**src/rtl/core/lkw_pkg.sv**
```systemverilog
// Shared types and constants for the link keepalive watchdog.
// No dependencies; compile before the channel interfaces and the core.
package lkw_pkg;

  localparam int unsigned MsW      = 16;  // silence, interval and limit counters
  localparam int unsigned ElapsedW = 8;   // milliseconds carried by one tick
  localparam int unsigned InvW     = 8;   // invalid-message counter and limit
  localparam int unsigned CfgIdxW  = 2;   // configuration register index
  localparam int unsigned CfgDataW = 16;  // configuration write data

  localparam logic [MsW-1:0]  TimeoutLimitRst  = 16'd60000;
  localparam logic [MsW-1:0]  KeepaliveStartRst = 16'd30000;
  localparam logic [MsW-1:0]  KeepaliveIntvRst = 16'd2000;
  localparam logic [InvW-1:0] InvalidLimitRst  = 8'd10;

  typedef enum logic [1:0] {
    OP_TICK    = 2'd0,
    OP_VALID   = 2'd1,
    OP_INVALID = 2'd2,
    OP_CLEAR   = 2'd3
  } lkw_op_e;

  typedef enum logic [CfgIdxW-1:0] {
    REG_TIMEOUT_LIMIT   = 2'd0,
    REG_KEEPALIVE_START = 2'd1,
    REG_KEEPALIVE_INTV  = 2'd2,
    REG_INVALID_LIMIT   = 2'd3
  } lkw_reg_e;

endpackage

```
**src/rtl/core/lkw_if.sv**
```systemverilog
// Valid/ready channel interfaces: event words in, status words out, config writes.
// Depends on lkw_pkg for field widths and the opcode type.
interface lkw_in_if import lkw_pkg::*; ();
  logic                valid;
  logic                ready;
  lkw_op_e             opcode;
  logic [ElapsedW-1:0] elapsed_ms;
  logic                supervise_enable;

  modport source (output valid, opcode, elapsed_ms, supervise_enable, input ready);
  modport sink   (input valid, opcode, elapsed_ms, supervise_enable, output ready);
endinterface

interface lkw_out_if import lkw_pkg::*; ();
  logic valid;
  logic ready;
  logic send_keepalive;
  logic timeout_fault;
  logic link_fault;

  modport source (output valid, send_keepalive, timeout_fault, link_fault, input ready);
  modport sink   (input valid, send_keepalive, timeout_fault, link_fault, output ready);
endinterface

interface lkw_cfg_if import lkw_pkg::*; ();
  logic                valid;
  logic                ready;
  lkw_reg_e            index;
  logic [CfgDataW-1:0] data;

  modport source (output valid, index, data, input ready);
  modport sink   (input valid, index, data, output ready);
endinterface

```
**src/rtl/core/link_keepalive_watchdog.sv**
```systemverilog
// Link keepalive watchdog: supervises silence on a serial link, requests keepalives
// and flags timeout and link faults. Depends on lkw_pkg and the lkw_*_if interfaces.
//
// Flow: an accepted event word is captured in the input register and moves on into the
// result register at hand-off; its status word sits on out_o until it is taken.
// Throughput: one event word per cycle while out_o keeps taking status words; the state
// update is one add-and-compare pass between the input and result registers.
// Reset: rst_ni clears silence, interval and invalid counters, empties both stages and
// loads the configuration registers with their default values.
module link_keepalive_watchdog import lkw_pkg::*; (
  input  logic  clk_i,
  input  logic  rst_ni,
  lkw_in_if.sink    in_i,
  lkw_out_if.source out_o,
  lkw_cfg_if.sink   cfg_i
);

  // Configuration registers
  logic [MsW-1:0]  timeout_limit_q, keepalive_start_q, keepalive_intv_q;
  logic [InvW-1:0] invalid_limit_q;

  // Watchdog state
  logic [MsW-1:0]  silence_q, silence_d;
  logic [MsW-1:0]  ka_cnt_q, ka_cnt_d;
  logic [InvW-1:0] inv_cnt_q, inv_cnt_d;

  // Input stage
  logic                s1_valid_q;
  lkw_op_e             s1_op_q;
  logic [ElapsedW-1:0] s1_elapsed_q;
  logic                s1_enable_q;

  // Result stage
  logic out_valid_q;
  logic ka_q, tof_q, lf_q;
  logic ka_d, tof_d, lf_d;

  logic in_fire, s1_fire;

  // The configuration port never stalls.
  assign cfg_i.ready = 1'b1;

  always_ff @(posedge clk_i or negedge rst_ni) begin
    if (!rst_ni) begin
      timeout_limit_q   <= TimeoutLimitRst;
      keepalive_start_q <= KeepaliveStartRst;
      keepalive_intv_q  <= KeepaliveIntvRst;
      invalid_limit_q   <= InvalidLimitRst;
    end else if (cfg_i.valid) begin
      case (cfg_i.index)
        REG_TIMEOUT_LIMIT:   timeout_limit_q   <= cfg_i.data;
        REG_KEEPALIVE_START: keepalive_start_q <= cfg_i.data;
        REG_KEEPALIVE_INTV:  keepalive_intv_q  <= cfg_i.data;
        REG_INVALID_LIMIT:   invalid_limit_q   <= cfg_i.data[InvW-1:0];
        default: ;
      endcase
    end
  end

  // Handshake: the input stage hands its word on whenever the result register is empty
  // or being drained this cycle, so a new word can enter every cycle unless out_o stalls.
  assign s1_fire    = s1_valid_q && (!out_valid_q || out_o.ready);
  assign in_i.ready = !s1_valid_q || s1_fire;
  assign in_fire    = in_i.valid && in_i.ready;

  always_ff @(posedge clk_i or negedge rst_ni) begin
    if (!rst_ni) begin
      s1_valid_q <= 1'b0;
    end else if (in_i.ready) begin
      s1_valid_q <= in_i.valid;
    end
  end

  // Payload of the input stage: capture on accept, hold otherwise.
  always_ff @(posedge clk_i) begin
    if (in_fire) begin
      s1_op_q      <= in_i.opcode;
      s1_elapsed_q <= in_i.elapsed_ms;
      s1_enable_q  <= in_i.supervise_enable;
    end
  end

  // Single-pass update. Silence and interval sums are independent adds, each
  // saturated to 16 bits, followed by their compares.
  logic [MsW:0]    sil_sum, ka_sum;
  logic [MsW-1:0]  sil_sat, ka_sat;
  logic [InvW:0]   inv_next;

  always_comb begin
    sil_sum  = {1'b0, silence_q} + {{(MsW+1-ElapsedW){1'b0}}, s1_elapsed_q};
    ka_sum   = {1'b0, ka_cnt_q}  + {{(MsW+1-ElapsedW){1'b0}}, s1_elapsed_q};
    sil_sat  = sil_sum[MsW] ? {MsW{1'b1}} : sil_sum[MsW-1:0];
    ka_sat   = ka_sum[MsW]  ? {MsW{1'b1}} : ka_sum[MsW-1:0];
    inv_next = {1'b0, inv_cnt_q} + {{InvW{1'b0}}, 1'b1};

    silence_d = silence_q;
    ka_cnt_d  = ka_cnt_q;
    inv_cnt_d = inv_cnt_q;
    ka_d      = 1'b0;
    tof_d     = 1'b0;
    lf_d      = 1'b0;

    case (s1_op_q)
      OP_TICK: begin
        if (s1_enable_q) begin
          if (silence_q < timeout_limit_q) begin
            silence_d = sil_sat;
            if (sil_sat > keepalive_start_q) begin
              // An interval of zero pulses on every tick past the start level.
              if (ka_sat >= keepalive_intv_q) begin
                ka_d     = 1'b1;
                ka_cnt_d = '0;
              end else begin
                ka_cnt_d = ka_sat;
              end
            end else begin
              ka_cnt_d = '0;
            end
          end else begin
            // Clamp silence at the limit and raise the fault on every further tick.
            tof_d     = 1'b1;
            silence_d = timeout_limit_q;
          end
        end
      end
      OP_VALID: begin
        silence_d = '0;
        inv_cnt_d = '0;
      end
      OP_INVALID: begin
        // Nine-bit compare so a limit of 255 still saturates.
        if (inv_next > {1'b0, invalid_limit_q}) begin
          inv_cnt_d = invalid_limit_q;
          lf_d      = 1'b1;
        end else begin
          inv_cnt_d = inv_next[InvW-1:0];
        end
      end
      OP_CLEAR: begin
        silence_d = '0;
      end
      default: ;
    endcase
  end

  always_ff @(posedge clk_i or negedge rst_ni) begin
    if (!rst_ni) begin
      silence_q <= '0;
      ka_cnt_q  <= '0;
      inv_cnt_q <= '0;
    end else if (s1_fire) begin
      silence_q <= silence_d;
      ka_cnt_q  <= ka_cnt_d;
      inv_cnt_q <= inv_cnt_d;
    end
  end

  // Result register: load on hand-off, drop once taken.
  always_ff @(posedge clk_i or negedge rst_ni) begin
    if (!rst_ni) begin
      out_valid_q <= 1'b0;
    end else if (s1_fire) begin
      out_valid_q <= 1'b1;
    end else if (out_o.ready) begin
      out_valid_q <= 1'b0;
    end
  end

  always_ff @(posedge clk_i) begin
    if (s1_fire) begin
      ka_q  <= ka_d;
      tof_q <= tof_d;
      lf_q  <= lf_d;
    end
  end

  assign out_o.valid          = out_valid_q;
  assign out_o.send_keepalive = ka_q;
  assign out_o.timeout_fault  = tof_q;
  assign out_o.link_fault     = lf_q;

  // A status word raises at most one flag.
  a_one_flag: assert property (@(posedge clk_i) disable iff (!rst_ni)
    s1_fire |-> $countones({ka_d, tof_d, lf_d}) <= 1)
    else $error("more than one status flag in one word");

  // A keepalive request restarts the interval count.
  a_ka_clears: assert property (@(posedge clk_i) disable iff (!rst_ni)
    s1_fire && ka_d |=> ka_cnt_q == '0)
    else $error("interval counter not cleared after keepalive");

  // A timeout fault leaves silence clamped at the limit.
  a_tof_clamp: assert property (@(posedge clk_i) disable iff (!rst_ni)
    s1_fire && tof_d |=> silence_q == $past(timeout_limit_q))
    else $error("silence not clamped after timeout fault");

  // A link fault leaves the invalid count saturated at its limit.
  a_lf_sat: assert property (@(posedge clk_i) disable iff (!rst_ni)
    s1_fire && lf_d |=> inv_cnt_q == $past(invalid_limit_q))
    else $error("invalid count not saturated after link fault");

  // Every hand-off from the input stage shows up as a pending result.
  a_handoff: assert property (@(posedge clk_i) disable iff (!rst_ni)
    s1_fire |=> out_valid_q)
    else $error("result lost at hand-off");

endmodule

```
**src/flat_wrapper.sv**
```systemverilog
// flat-port wrapper written by rule: the top's interface ports become plain ports
module link_keepalive_watchdog_flat import lkw_pkg::*;
  (clk_i, rst_ni, in_i_valid, in_i_opcode, in_i_elapsed_ms, in_i_supervise_enable, in_i_ready, out_o_valid, out_o_send_keepalive, out_o_timeout_fault, out_o_link_fault, out_o_ready, cfg_i_valid, cfg_i_index, cfg_i_data, cfg_i_ready);
  lkw_in_if in_i_i ();
  lkw_out_if out_o_i ();
  lkw_cfg_if cfg_i_i ();
  input  logic clk_i;
  input  logic rst_ni;
  input wire logic [$bits(in_i_i.valid)-1:0] in_i_valid;
  input wire logic [$bits(in_i_i.opcode)-1:0] in_i_opcode;
  input wire logic [$bits(in_i_i.elapsed_ms)-1:0] in_i_elapsed_ms;
  input wire logic [$bits(in_i_i.supervise_enable)-1:0] in_i_supervise_enable;
  output wire logic [$bits(in_i_i.ready)-1:0] in_i_ready;
  output wire logic [$bits(out_o_i.valid)-1:0] out_o_valid;
  output wire logic [$bits(out_o_i.send_keepalive)-1:0] out_o_send_keepalive;
  output wire logic [$bits(out_o_i.timeout_fault)-1:0] out_o_timeout_fault;
  output wire logic [$bits(out_o_i.link_fault)-1:0] out_o_link_fault;
  input wire logic [$bits(out_o_i.ready)-1:0] out_o_ready;
  input wire logic [$bits(cfg_i_i.valid)-1:0] cfg_i_valid;
  input wire logic [$bits(cfg_i_i.index)-1:0] cfg_i_index;
  input wire logic [$bits(cfg_i_i.data)-1:0] cfg_i_data;
  output wire logic [$bits(cfg_i_i.ready)-1:0] cfg_i_ready;
  assign in_i_i.valid = in_i_valid;
  assign in_i_i.opcode = in_i_opcode;
  assign in_i_i.elapsed_ms = in_i_elapsed_ms;
  assign in_i_i.supervise_enable = in_i_supervise_enable;
  assign in_i_ready = in_i_i.ready;
  assign out_o_valid = out_o_i.valid;
  assign out_o_send_keepalive = out_o_i.send_keepalive;
  assign out_o_timeout_fault = out_o_i.timeout_fault;
  assign out_o_link_fault = out_o_i.link_fault;
  assign out_o_i.ready = out_o_ready;
  assign cfg_i_i.valid = cfg_i_valid;
  assign cfg_i_i.index = cfg_i_index;
  assign cfg_i_i.data = cfg_i_data;
  assign cfg_i_ready = cfg_i_i.ready;
  link_keepalive_watchdog u_core (.clk_i(clk_i), .rst_ni(rst_ni), .in_i(in_i_i), .out_o(out_o_i), .cfg_i(cfg_i_i));
endmodule
```
**config.mk**
```make
export PLATFORM = sky130hd
export DESIGN_NAME = link_keepalive_watchdog_flat
export DESIGN_NICKNAME = d
export VERILOG_FILES = /design/src/rtl/core/lkw_pkg.sv /design/src/rtl/core/lkw_if.sv /design/src/rtl/core/link_keepalive_watchdog.sv /design/src/flat_wrapper.sv
export SDC_FILE = /design/constraint.sdc
export NUM_CORES = 1
export LEC_CHECK = 0
export BUFFER_PORTS_ARGS = -buffer_cell sky130_fd_sc_hd__buf_4
export CAP_MARGIN = 10
export CORE_ASPECT_RATIO = 1.4
export CORE_UTILIZATION = 55
export DETAILED_ROUTE_END_ITERATION = 6
export PLACE_DENSITY = 0.73
export SLEW_MARGIN = 20
export SYNTH_ARGS = -nofsm -noshare
export SYNTH_HDL_FRONTEND = slang
export SYNTH_SLANG_ARGS = --single-unit
export TNS_END_PERCENT = 10
```
**constraint.sdc**
```tcl
create_clock -name clk_i -period 5.9 [get_ports clk_i]
set_clock_uncertainty 0.15 [all_clocks]
set_input_delay 0.59 -clock clk_i [delete_from_list [all_inputs] [get_ports clk_i]]
set_output_delay 0.59 -clock clk_i [all_outputs]
set_load 0.005 [all_outputs]
```
---- Word level (Yosys, flattened, before mapping) ----
Cells that the tools add are included.
operators by class
  muxes and demuxes ....................... 14
  add/subtract/negate cells ............... 3
  reductions and logical operators ........ 21
  eq/ne operators ......................... 7
  $lt $le $gt $ge ......................... 4
operators with widths
  cell                                                                   number
  16-bit two-way mux                                                     6
  16-bit by 8-bit adder with 17-bit output                               2
  16-bit case mux with 2 select lines                                    1
  16-bit greater-or-equal comparator                                     1
  16-bit > comparator                                                    1
  16-bit less-than comparator                                            1
  8-bit case mux with 2 select lines                                     1
  2-bit AND reduction                                                    6
  8-bit by 1-bit adder with 9-bit output, second input constant          1
  9-bit by 8-bit > comparator with 1-bit output                          1
  2-bit equality test, second input constant                             4
  8-bit two-way mux                                                      1
  4-bit AND reduction                                                    2
  2-bit nonzero test                                                     3
  1-bit two-way mux                                                      5
  2-bit by 1-bit equality test with 1-bit output, second input constant  2
  2-bit zero test                                                        2
  3-bit AND reduction                                                    1
  1-bit logical AND                                                      2
  1-bit zero test                                                        2
  1-bit logical OR                                                       2
  2-bit by 1-bit != test with 1-bit output, second input constant        1
  2-bit OR reduction                                                     1
word-level totals
  input port bits ......................... 34
  output and inout bits ................... 6
  register bits after elaboration ......... 112
  logic and storage cells ................. 64

---- Longest topological paths before layout ----
Gate-level depths: netlist of the first run.
  depth after elaboration ................. 5
  gate-level depth with buffers ........... 18
  mapped depth without buffers ............ 17

---- Worst setup path before layout of the first run ----
OpenSTA, ideal clock, no wires.
  path kind ............................... register to register
  from .................................... register u_core.s1_elapsed_q[0]
  to ...................................... register u_core.ka_cnt_q[9]
  library setup time ...................... 0.065 ns
  data required time ...................... 5.685 ns
  path buffers ............................ 1
  period minus slack after synthesis ...... 3.916 ns
  arrival time ............................ 3.701 ns
  cell stages (with the launch flop) ...... 19
  path slack .............................. 1.984 ns
  cell sequence ........................... edfxtp_1 -> ha_1 -> fa_1 -> a21oi_1 -> o21ai_0 -> o22a_1 -> nand2_1 -> nor2_1 -> nor2_1 -> inv_1 -> ha_1 -> or4_1 -> a21oi_1 -> o21a_1 -> o21ai_2 -> or3_1 -> buf_2 -> a41oi_2 -> o22a_1
between the ends
  longest elaborated chain between the ends .. 5
  elaborated cells on any way between the ends .. 8
  those cells by class .................... add/sub (2); order compare (2); mux (4)
RTL lines
  element                                   RTL line                        source
  start, declared                           link_keepalive_watchdog.sv:30   logic [ElapsedW-1:0] s1_elapsed_q;
  start signal, assigned                    link_keepalive_watchdog.sv:78   s1_elapsed_q <= in_i.elapsed_ms;
  16-bit by 8-bit adder with 17-bit output  link_keepalive_watchdog.sv:91   ka_sum = {1'b0, ka_cnt_q} + {{(MsW+1-ElapsedW){1'b0}}, s1_elapsed_q};
  16-bit two-way mux                        link_keepalive_watchdog.sv:93   ka_sat = ka_sum[MsW] ? {MsW{1'b1}} : ka_sum[MsW-1:0];
  16-bit greater-or-equal comparator        link_keepalive_watchdog.sv:110  if (ka_sat >= keepalive_intv_q) begin
  16-bit two-way mux                        link_keepalive_watchdog.sv:110
  16-bit two-way mux (*)                    link_keepalive_watchdog.sv:108  if (sil_sat > keepalive_start_q) begin
  end signal, assigned                      link_keepalive_watchdog.sv:153  ka_cnt_q <= ka_cnt_d;
  end, declared                             link_keepalive_watchdog.sv:24   logic [MsW-1:0] ka_cnt_q, ka_cnt_d;
Mark *: on every way between the ends. The rest lies on a longest branch, timed or not.
A chain may end at the register's enable or synchronous reset.

---- Final worst setup path of the first run ----
  from .................................... register u_core.s1_elapsed_q[1]
  to ...................................... register u_core.ka_cnt_q[15]
The elaborated chain is that of the path after synthesis.

==> results of run 1 <==
[worst min path at each step]
stage | endpoint | slack, ps | cells past startpoint
floorplan | u_core.inv_cnt_q[0]$_DFFE_PN0P_ | 140 | 0
global placement | u_core.ka_cnt_q[0]$_DFFE_PN0P_ | 320 | 2
detailed placement | u_core.ka_cnt_q[4]$_DFFE_PN0P_ | 340 | 2
CTS | u_core.keepalive_intv_q[12]$_DFFE_PN0P_ | 50 | 1
global route | u_core.keepalive_intv_q[12]$_DFFE_PN0P_ | 60 | 1
finish | u_core.keepalive_intv_q[12]$_DFFE_PN0P_ | 30 | 1
[layout make-up]
| cell class | count | share of cell area (%) |
|---|---|---|
| clock inverters | 5 | 1.309 |
| clock buffers | 11 | 2.933 |
| inverters | 70 | 3.312 |
| multi-input cells | 560 | 49.60 |
| flip-flops and latches | 112 | 36.56 |
| well taps | 153 | 2.413 |
| repair buffers | 41 | 3.880 |
[flip-flops by register name (all words and copies together), names as in the netlist, 2 cells and up]
register and flops:
u_core.invalid_limit_q 8, u_core.ka_cnt_q 16, u_core.keepalive_intv_q 16, u_core.timeout_limit_q 16, u_core.inv_cnt_q 8, u_core.s1_op_q 2, u_core.silence_q 16, u_core.s1_elapsed_q 8
u_core.keepalive_start_q 16
[power by group]
part	switching (mW)	internal (mW)	leakage [nW]	total [mW]
clock	0.282	0.417	0.164	0.699
sequential	0.0593	0.893	1.35	0.952
combinational	0.288	0.213	2.20	0.501
total	0.629	1.52	3.72	2.15
[cell families after synthesis]
group	share of synthesized area (%)
AO/OA/AOI/OAI	17.19
adder cells (fa/ha/maj)	13.78
AND/OR/NAND/NOR	14.11
XOR/XNOR	2.192
buffers and inverters	5.028
other	0.05214
flip-flops	40.33
multiplexers	7.324
[layout by cell type, fill, tap and decap left out, types with 4 or more instances in the layout]
cell       count
o31ai_1        9
dfrtp_1       76
a21o_1        13
o2bb2ai_1      5
nor3_1        11
a21oi_1       57
o211ai_1       7
edfxtp_1      14
o21ai_0       59
a31oi_1       12
inv_1         70
o21a_1         9
nor2_1        45
xor2_1         6
buf_4         41
nand4_1       13
nand2b_1       7
dfstp_2       22
clkbuf_16      9
nand3_1       18
mux2_2        45
a211oi_1       4
nand2_1       86
and2_1         5
nor2b_1        4
ha_1          76
xnor2_1       12
and3_1        10
[metal layers]
| metal | GRT usage [%] | share of wire (%) | vias up | wire [um] |
|---|---|---|---|---|
| met5 | 0 | 0 | - | 0 |
| met4 | 12.35 | 3.4 | 0 | 600 |
| met3 | 3.653 | 3.3 | 29 | 579 |
| met2 | 50.27 | 52 | 139 | 9217 |
| met1 | 31.75 | 41 | 2830 | 7294 |
| li1 | - | - | 2786 | - |
[stage by stage]
stage / cell area [um^2] / setup slack (ps) / instances / utilization [%] / hold slack (ps)
floorplan: 7192 / 1984 / 766 / - / 144.4
global placement: 7597 / 1607 / 936 / 59.29 / 322.3
detailed placement: 7597 / 1450 / 936 / 59.29 / 335.9
CTS: 7934 / 1466 / 952 / 61.92 / 48.72
global route: 7934 / 1014 / 952 / 61.92 / 60.06
finish: 7934 / 1397 / 952 / 61.92 / 31.60
==> out/results.ini, run 1 <==
[synth]
yosysTopAreaCell=dfrtp_1
synth-seq-cells=112
async_flop_share_pct=87.50
yosys.area.top_type_share_pct=26.44
synth_fp_nets=878
synthCells=766
synth-edff-count=14
yosys_warnings=0
ys_seq_area_share_pct=40.33
netlist_top_cells_area=dfrtp_1 (26%), ha_1 (13%), dfstp_2 (8.0%)
yosysMostFrequentCell=nand2_1
netlist_area_um2=7192
synth_area_per_cell_um2=9.389
synthTopCellsByCount=nand2_1 (86), dfrtp_1 (76), ha_1 (76)
synthFlopType=dfrtp_1
post_synth_num_cell_types=57

[global_route]
grt_pass1_wl_mm=28.50
antenna_found_initial=0
overflow=0
gr-usage-all-layers_pct=27.35
grt_max_degree=65
grt_pass1_vias=5770

[setup_path]
worstSetupStartpointType=register
cpMaxStageDelayCell=edfxtp_1
path_depth=14
critical_path_class=register to register
cp_max_fo=6
setup.worst_path.start=u_core.s1_elapsed_q[1]$_DFFE_PP_
arrival_ps=4590
ff2ff_path_depth=14
end_kind=register
cp-endpoint=u_core.ka_cnt_q[15]$_DFFE_PN0P_
r2r_end=u_core.ka_cnt_q[15]$_DFFE_PN0P_
path_buf_inv=0
max_stage_delay_ps=520
crit_chain=ha_1 -> a211o_1 -> o211ai_1 -> a31oi_1 -> nor2b_1 -> mux2_2 -> ha_1 -> nand4_1 -> nor2_1 -> a221oi_1 -> nor3b_1 -> or3_1 -> a31oi_1 -> o22a_1
worstPathRequired_ps=5980
r2r_slack_ps=1400
reg2reg_from=u_core.s1_elapsed_q[1]$_DFFE_PP_
critPathTopFamily=compound AO/OA/AOI/OAI gates

[sta]
fin_crit_sh_pct=76.33
rsz0062_at_grt=no
min_period_ps=4503
maxSlewViolCount=0
worstMarginPinSlew_ps=979.9
fmax_mhz=222.1
slew_headroom_pct=34.48
setup_viol=0
finalHoldViolations=0
fin_tns_setup_ps=0

[clock_tree]
cts_root_buffer=clkbuf_16
htree_levels=3
cts_hold_buffers=0
clock-sinks=112
cts_tree=yes
post-cts-setup-buffer-count=0
clk_pin_slew_ps=70
clk_latency_ps=350
numCtsBuffers=9
cts_resized=0
cts_buffer_depth=2

[pwr]
peakVddDrop_uv=193.8
power-per-cell-area_nw_per_um2=271.3
p_leak_nw=3.715
power_mw=2.152

[placed_design]
gp_congestion=0.9695
hpwl_mm=13.64
numPortBuffers=38

[outcome]
status=completed

[floorplan]
boundaryPins=40
core_area_um2=12810
num_rows=49
design.die.area_um2=13540
initial_core_util_pct=56.13
die_h_um=137.3
dieWidth_um=98.65

[final_layout]
final_nets=906
multi_input_area_um2=3935
fill_cells=1072
drive_gt1_share_pct=16.27
area_delta_synth_final_pct=10.32
seq_area_um2=2900
antenna_cells=0

[worst_hold_path]
hold_path_class=primary input to asynchronous set/reset pin

[detailed_routing]
drt-initial-drc-count=224
postRouteAntennaNets=0
finalWirelength_mm=17.69
vias_per_cell=6.076
vias=5784
dr.pass1.iters=5
routedWlPerCell_um=18.58
drc=0

[run]
maxCapViolations=0

Power figures use the tool's default switching activity.
==> run 2, diff against run 1 <==
clock period = 4.7 ns   (was 5.9 ns; I/O delays follow)
==> run 2 against run 1 <==
  * Wire length grew 0.84%
  * Hold slack improved by 13 ps
  * Die area unchanged
  * Utilization up 0.23 points
  * Highest routed layer unchanged
  * Non-clock buffer count rose by 8
  * Register-to-register slack worse by 1200 ps
  * Fmax grew 0.57%
  * Cell count increased by 0.84%
  * Sequential power increased by 26%
  * Critical path depth unchanged
  * Cell area grew 0.38%
==> out/results.ini, run 2 (synthesis results as in run 1) <==
[outcome]
status=completed  ; unchanged

[floorplan]
dieWidth_um=98.65  ; unchanged
initial_core_util_pct=56.13  ; unchanged
num_rows=49  ; unchanged
design.die.area_um2=13540  ; unchanged
core_area_um2=12810  ; unchanged
die_h_um=137.3  ; unchanged
boundaryPins=40  ; unchanged

[clock_tree]
htree_levels=3  ; unchanged
clock-sinks=112  ; unchanged
clk_pin_slew_ps=70  ; about the same
cts_tree=yes  ; unchanged
cts_buffer_depth=2  ; unchanged
numCtsBuffers=9  ; unchanged
cts_root_buffer=clkbuf_16  ; unchanged
clk_latency_ps=360  ; was 350 ps

[placed_design]
place_ws_ps=236.5  ; was 1450 ps
gp_congestion=0.9613  ; was 0.9695
dpl_cell_area_um2=7627  ; was 7597 um^2
hpwl_mm=13.62  ; was 13.64 mm
numPortBuffers=38  ; unchanged
dp.cells=940  ; was 936

[detailed_routing]
routedWlPerCell_um=18.58  ; about the same
drc=0  ; unchanged
vias_per_cell=6.105  ; was 6.076
postRouteAntennaNets=0  ; unchanged
dr.pass1.iters=5  ; unchanged
finalWirelength_mm=17.84  ; was 17.69 mm
vias=5861  ; was 5,784
drt-initial-drc-count=264  ; was 224

[global_route]
overflow=0  ; unchanged
grt_max_degree=60  ; was 65
antenna_found_initial=0  ; unchanged
gr-usage-all-layers_pct=27.65  ; was 27.35%
grt_pass1_vias=5811  ; was 5,770
grt_pass1_wl_mm=28.64  ; was 28.50 mm

[sta]
setup_ws_ps=222.1  ; was 1397 ps
fmax_mhz=223.3  ; was 222.1 MHz
maxSlewViolCount=0  ; unchanged
finalHoldViolations=0  ; unchanged
min_period_ps=4478  ; was 4503 ps
fin_crit_sh_pct=95.28  ; was 76.33%
worstMarginPinSlew_ps=1028  ; was 979.9 ps
slew_headroom_pct=31.29  ; was 34.48%
setup_viol=0  ; unchanged

[setup_path]
r2r_end=u_core.ka_cnt_q[9]$_DFFE_PN0P_  ; was u_core.ka_cnt_q[15]$_DFFE_PN0P_
end_kind=register  ; unchanged
arrival_ps=4620  ; was 4590 ps
reg2reg_from=u_core.s1_elapsed_q[0]$_DFFE_PP_  ; was u_core.s1_elapsed_q[1]$_DFFE_PP_
r2r_slack_ps=220  ; was 1400 ps
cp_max_fo=7  ; was 6
critical_path_class=register to register  ; unchanged
worstSetupStartpointType=register  ; unchanged
worstPathRequired_ps=4840  ; was 5980 ps
ff2ff_path_depth=14  ; unchanged

[final_layout]
drive_gt1_share_pct=17.35  ; was 16.27%
final_cells=960  ; was 952
fill_cells=1072  ; unchanged
area_delta_synth_final_pct=10.73  ; was 10.32%
final_nets=914  ; was 906
postLayoutCoreUtil_pct=62.15  ; was 61.92%
antenna_cells=0  ; unchanged
layout_commonest_cell=nand2_1  ; unchanged
final_cell_mix=nand2_1 (86), ha_1 (76), dfrtp_1 (76), inv_1 (70), o21ai_0 (59)  ; unchanged
design_area_um2=7964  ; was 7934 um^2

[pwr]
power-per-cell-area_nw_per_um2=325.7  ; was 271.3 nW/um^2
power_mw=2.594  ; was 2.152 mW
p_leak_nw=3.731  ; was 3.715 nW
peakVddDrop_uv=219.7  ; was 193.8 uV

[worst_hold_path]
hold_path_class=primary input to asynchronous set/reset pin  ; unchanged

[run]
maxCapViolations=0  ; unchanged

## run 2: cell count changes in the layout (fill, tap and decap cells not counted)
cell / change
clkinv_2: +1
nor3_2: -1
a31oi_2: +1
buf_4: +8
nor3b_1: -1
a31oi_1: -1
nor3b_2: +1
bufinv_16: -2
nor3_4: +1
clkinvlp_4: +1
## run 2: layer usage
layer  GRT usage [%]  wire, um
met4           16.25       816
met5               0         0
met3           3.754       579
met1           31.57      7256
met2           49.61      9189
## run 2: layout make-up
| class | instances | area, um^2 | share of cell area [%] |
|---|---|---|---|
| multi-input cells | 560 | 3953 | 49.63 |
| flip-flops and latches | 112 | 2900 | 36.42 |
| repair buffers | 49 | 367.9 | 4.619 |
| inverters | 70 | 262.8 | 3.299 |
| clock buffers | 11 | 232.7 | 2.922 |
| well taps | 153 | 191.4 | 2.404 |
| clock inverters | 5 | 56.30 | 0.7070 |
## run 2: how the worst max path moves through the flow
stage / to / depth (start not counted) / slack (ps) / start
after floorplan: u_core.ka_cnt_q[9]$_DFFE_PN0P_ / 18 / 780 / u_core.s1_elapsed_q[0]$_DFFE_PP_
after global placement: u_core.ka_cnt_q[15]$_DFFE_PN0P_ / 15 / 450 / u_core.s1_elapsed_q[0]$_DFFE_PP_
after detailed placement: u_core.ka_cnt_q[13]$_DFFE_PN0P_ / 14 / 240 / u_core.s1_elapsed_q[0]$_DFFE_PP_
after CTS: u_core.ka_cnt_q[13]$_DFFE_PN0P_ / 14 / 200 / u_core.s1_elapsed_q[0]$_DFFE_PP_
after global routing: u_core.ka_cnt_q[9]$_DFFE_PN0P_ / 14 / -20 / u_core.s1_elapsed_q[0]$_DFFE_PP_
final: u_core.ka_cnt_q[9]$_DFFE_PN0P_ / 14 / 220 / u_core.s1_elapsed_q[0]$_DFFE_PP_
## run 2: power by group
part           internal, mW  total, mW  switching (mW)
Combinational         0.268      0.630           0.362
Sequential             1.12       1.20          0.0765
Clock                 0.414      0.766           0.351
Total                  1.80       2.59           0.790
## run 2: what timing repair did
| action | CTS | global route |
|---|---|---|
| setup buffers | 0 | 4 |
| resized for setup | 0 | 3 |
| endpoints found under the setup margin | 0 | 14 |
| hold buffers | 0 | 0 |
## run 2: critical path: stages (launching register included)
cell and delay [ps]:
edfxtp_1 440, ha_1 270, fa_1 440, a21oi_1 240, o211ai_1 150, nand4b_1 320, nand2_1 90, mux2_2 290
ha_1 320, nand4_1 170, a2111oi_0 500, nor3b_2 170, or3_1 510, a41oi_2 210, o22a_1 150
## run 2: through the flow
step | hold slack (ps) | TNS, ps
2_1_floorplan | 24.41 | 0
3_5_place_dp | 337.8 | 0
3_3_place_gp | 316.7 | 0
4_1_cts | 72.88 | 0
6_report | 44.60 | 0
5_1_grt | 108.3 | -30.86
==> run 3, diff against run 2 <==
ABC_AREA = 1   (was not set)
PLACE_DENSITY = 0.76   (was 0.73)
clock period = 3.8 ns   (was 4.7 ns; I/O delays follow)
==> run 3 against run 2 <==
  * The flow now finishes with violations (negative hold slack)
  * Area after synthesis up 7.7%
  * Register-to-register slack improved by 70 ps
  * Setup slack better by 68 ps
  * Synthesized cell count is 36% higher
  * Wire length increased by 2.3%
  * Largest cell class unchanged
  * Non-clock buffer count shrank 8
  * Highest routed layer unchanged
  * Clock power grew 31%
  * Sequential cell count did not move
==> out/results.ini, run 3 <==
[detailed_routing]
dr.pass1.iters=5  ; unchanged
finalWirelength_mm=18.26  ; was 17.84 mm
vias_per_cell=5.243  ; was 6.105
routedWlPerCell_um=14.43  ; was 18.58 um
drt-initial-drc-count=352  ; was 264
postRouteAntennaNets=0  ; unchanged
wl_met3_um=739  ; was 579 um
met2WireLength_mm=8.662  ; was 9.189 mm
topRoutingLayerUsed=met4  ; unchanged
m1WireLength_mm=8.320  ; was 7.256 mm
drc=0  ; unchanged
vias=6633  ; was 5,861

[global_route]
antenna_found_initial=0  ; unchanged
overflow=0  ; unchanged
grt_pass1_vias=6056  ; was 5,811
grt_max_degree=65  ; was 60
grt_pass1_wl_mm=29.64  ; was 28.64 mm
gr-usage-all-layers_pct=26.77  ; was 27.65%

[floorplan]
dieWidth_um=102.3  ; was 98.65 um
initial_core_util_pct=57.04  ; was 56.13%
num_rows=50  ; was 49
die_h_um=142.4  ; was 137.3 um
boundaryPins=40  ; unchanged
design.die.area_um2=14560  ; was 13,540 um^2
core_area_um2=13580  ; was 12,810 um^2

[synth]
synth_area_per_cell_um2=7.410  ; was 9.389 um^2
synthFlopType=dfrtp_1  ; unchanged
synthCells=1045  ; was 766
yosys.area.top_type_share_pct=24.56  ; was 26.44%
netlist_top_cells_area=dfrtp_1 (25%), nand2_1 (16%), ha_1 (12%)  ; was dfrtp_1 (26%), ha_1 (13%), dfstp_2 (8.0%)
post_synth_num_cell_types=46  ; was 57
yosys_warnings=0  ; unchanged
async_flop_share_pct=87.50  ; unchanged
ys_seq_area_share_pct=37.45  ; was 40.33%
yosysMostFrequentCell=nand2_1  ; unchanged
synthTopCellsByCount=nand2_1 (323), inv_1 (159), nand3_1 (89)  ; was nand2_1 (86), dfrtp_1 (76), ha_1 (76)
synth_fp_nets=1157  ; was 878
yosysTopAreaCell=dfrtp_1  ; unchanged
netlist_area_um2=7744  ; was 7192 um^2
synth-seq-cells=112  ; unchanged
synth-edff-count=14  ; unchanged

[setup_path]
critical_path_class=register to register  ; unchanged
crit_top_cell=nand2_1  ; was ha_1
arrival_ps=3650  ; was 4620 ps
r2r_slack_ps=290  ; was 220 ps
cp_max_fo=8  ; was 7
max_stage_delay_ps=420  ; was 510 ps
end_kind=register  ; unchanged
critPathTopFamily=simple AND/OR/NAND/NOR gates  ; unchanged
cpMaxStageDelayCell=edfxtp_1  ; was or3_1
worstSetupStartpointType=register  ; unchanged
path_buf_inv=1  ; was 0
worstPathRequired_ps=3940  ; was 4840 ps
crit_chain=ha_1 -> fa_1 -> nand2_1 -> nand2_1 -> nand3_2 -> nand2_4 -> and3_4 -> nor2_1 -> inv_1 -> ha_1 -> nand2_1 -> nor2_1 -> nand2_1 -> nand2_1 -> nand2_1 -> nand2_1 -> nand2_2 -> nor2_4 -> nand3_1 -> nand2_1  ; was ha_1 -> fa_1 -> a21oi_1 -> o211ai_1 -> nand4b_1 -> nand2_1 -> mux2_2 -> ha_1 -> nand4_1 -> a2111oi_0 -> nor3b_2 -> or3_1 -> a41oi_2 -> o22a_1

[clock_tree]
htree_levels=3  ; unchanged
clk_latency_ps=360  ; about the same
cts_tree=yes  ; unchanged
numCtsBuffers=9  ; unchanged
clock-sinks=112  ; unchanged
cts_root_buffer=clkbuf_16  ; unchanged
cts_buffer_depth=2  ; unchanged
clk_pin_slew_ps=70  ; about the same

[sta]
slew_headroom_pct=39.30  ; was 31.29%
maxSlewViolCount=0  ; unchanged
fmax_mhz=284.9  ; was 223.3 MHz
fin_crit_sh_pct=92.36  ; was 95.28%
fin_tns_setup_ps=0  ; unchanged
worst_hold_slack_ps=-30.48  ; was 44.60 ps
finalHoldViolations=28  ; was 0
min_period_ps=3510  ; was 4478 ps
worstMarginPinSlew_ps=908.2  ; was 1028 ps
setup_viol=0  ; unchanged

[outcome]
status=finished with violations  ; was completed
violations=negative hold slack

[final_layout]
area_delta_synth_final_pct=10.18  ; was 10.73%
final_nets=1190  ; was 914
drive_gt1_share_pct=11.73  ; was 17.35%
final_cell_mix=nand2_1 (322), inv_1 (159), nand3_1 (88), ha_1 (76), dfrtp_1 (76)  ; was nand2_1 (86), ha_1 (76), dfrtp_1 (76), inv_1 (70), o21ai_0 (59)
layout_commonest_cell=nand2_1  ; unchanged
design_area_um2=8532  ; was 7964 um^2
antenna_cells=0  ; unchanged

[placed_design]
hpwl_mm=14.16  ; was 13.62 mm
gp_congestion=0.9125  ; was 0.9613
dpl_cell_area_um2=8190  ; was 7627 um^2
numPortBuffers=38  ; unchanged

[pwr]
p_leak_nw=4.724  ; was 3.731 nW
peakVddDrop_uv=348.9  ; was 219.7 uV
power-per-cell-area_nw_per_um2=478.3  ; was 325.7 nW/um^2

[run]
maxCapViolations=0  ; unchanged

[worst_hold_path]
hold_path_class=primary input to asynchronous set/reset pin  ; unchanged

[run 3: metrics by stage]
stage	total power [mW]	instances	setup slack [ps]	utilization [%]
2_1_floorplan	2.674	1045	517.4	-
3_3_place_gp	3.039	1248	296.6	60.33
3_5_place_dp	3.074	1248	212.9	60.33
4_1_cts	4.077	1264	167.2	62.64
5_1_grt	4.387	1265	-4.154	62.85
6_report	4.081	1265	290.4	62.85
[run 3: cell type report]
type                            count  area [um^2]
Multi-Input combinational cell    748         4148
Timing Repair Buffer               41        320.3
Tap cell                          182        227.7
Clock buffer                       10        250.2
Sequential cell                   112         2900
Clock inverter                      6        62.56
Inverter                          166        623.1
Fill cell                        1216         5044
[run 3: timing repair]
item | 4_1_cts | 5_1_grt
resized for setup | 0 | 4
hold buffers | 0 | 0
setup endpoints to repair | 0 | 17
buffers inserted | 0 | 0
[run 3: final timing paths]
kind | startpoint | endpoint | cells past startpoint
max reg2reg | u_core.s1_elapsed_q[0]$_DFFE_PP_ | u_core.ka_cnt_q[7]$_DFFE_PN0P_ | 20
min reg2reg | u_core.timeout_limit_q[1]$_DFFE_PN0P_ | u_core.timeout_limit_q[1]$_DFFE_PN0P_ | 2
max in group asynchronous | rst_ni | u_core.keepalive_start_q[12]$_DFFE_PN1P_ | 2
min | rst_ni | u_core.keepalive_intv_q[14]$_DFFE_PN0P_ | 1
min in group clk_i | in_i_opcode[0] | u_core.s1_op_q[0]$_DFFE_PP_ | 1
max | u_core.s1_elapsed_q[0]$_DFFE_PP_ | u_core.ka_cnt_q[7]$_DFFE_PN0P_ | 20
[run 3: power by group]
group | internal (mW) | total [mW] | leakage (nW) | switching, mW
Sequential | 1.42 | 1.58 | 1.37 | 0.157
Clock | 0.552 | 1.00 | 0.150 | 0.449
Combinational | 0.559 | 1.50 | 3.21 | 0.942
[run 3: kinds of logic after synthesis]
logic type / share of synthesized area [%]
AND/OR/NAND/NOR: 30.75
other: 0.04843
buffers and inverters: 9.355
AO/OA/AOI/OAI: 8.241
adder cells (fa/ha/maj): 12.80
flip-flops: 37.45
XOR/XNOR: 1.357
[run 3: routing by layer]
| layer | vias to the layer above | GRT usage, % |
|---|---|---|
| li1 | 3388 | - |
| met1 | 3054 | 36.84 |
| met2 | 161 | 42.14 |
| met3 | 30 | 3.733 |
| met4 | 0 | 11.05 |
| met5 | - | 0 |
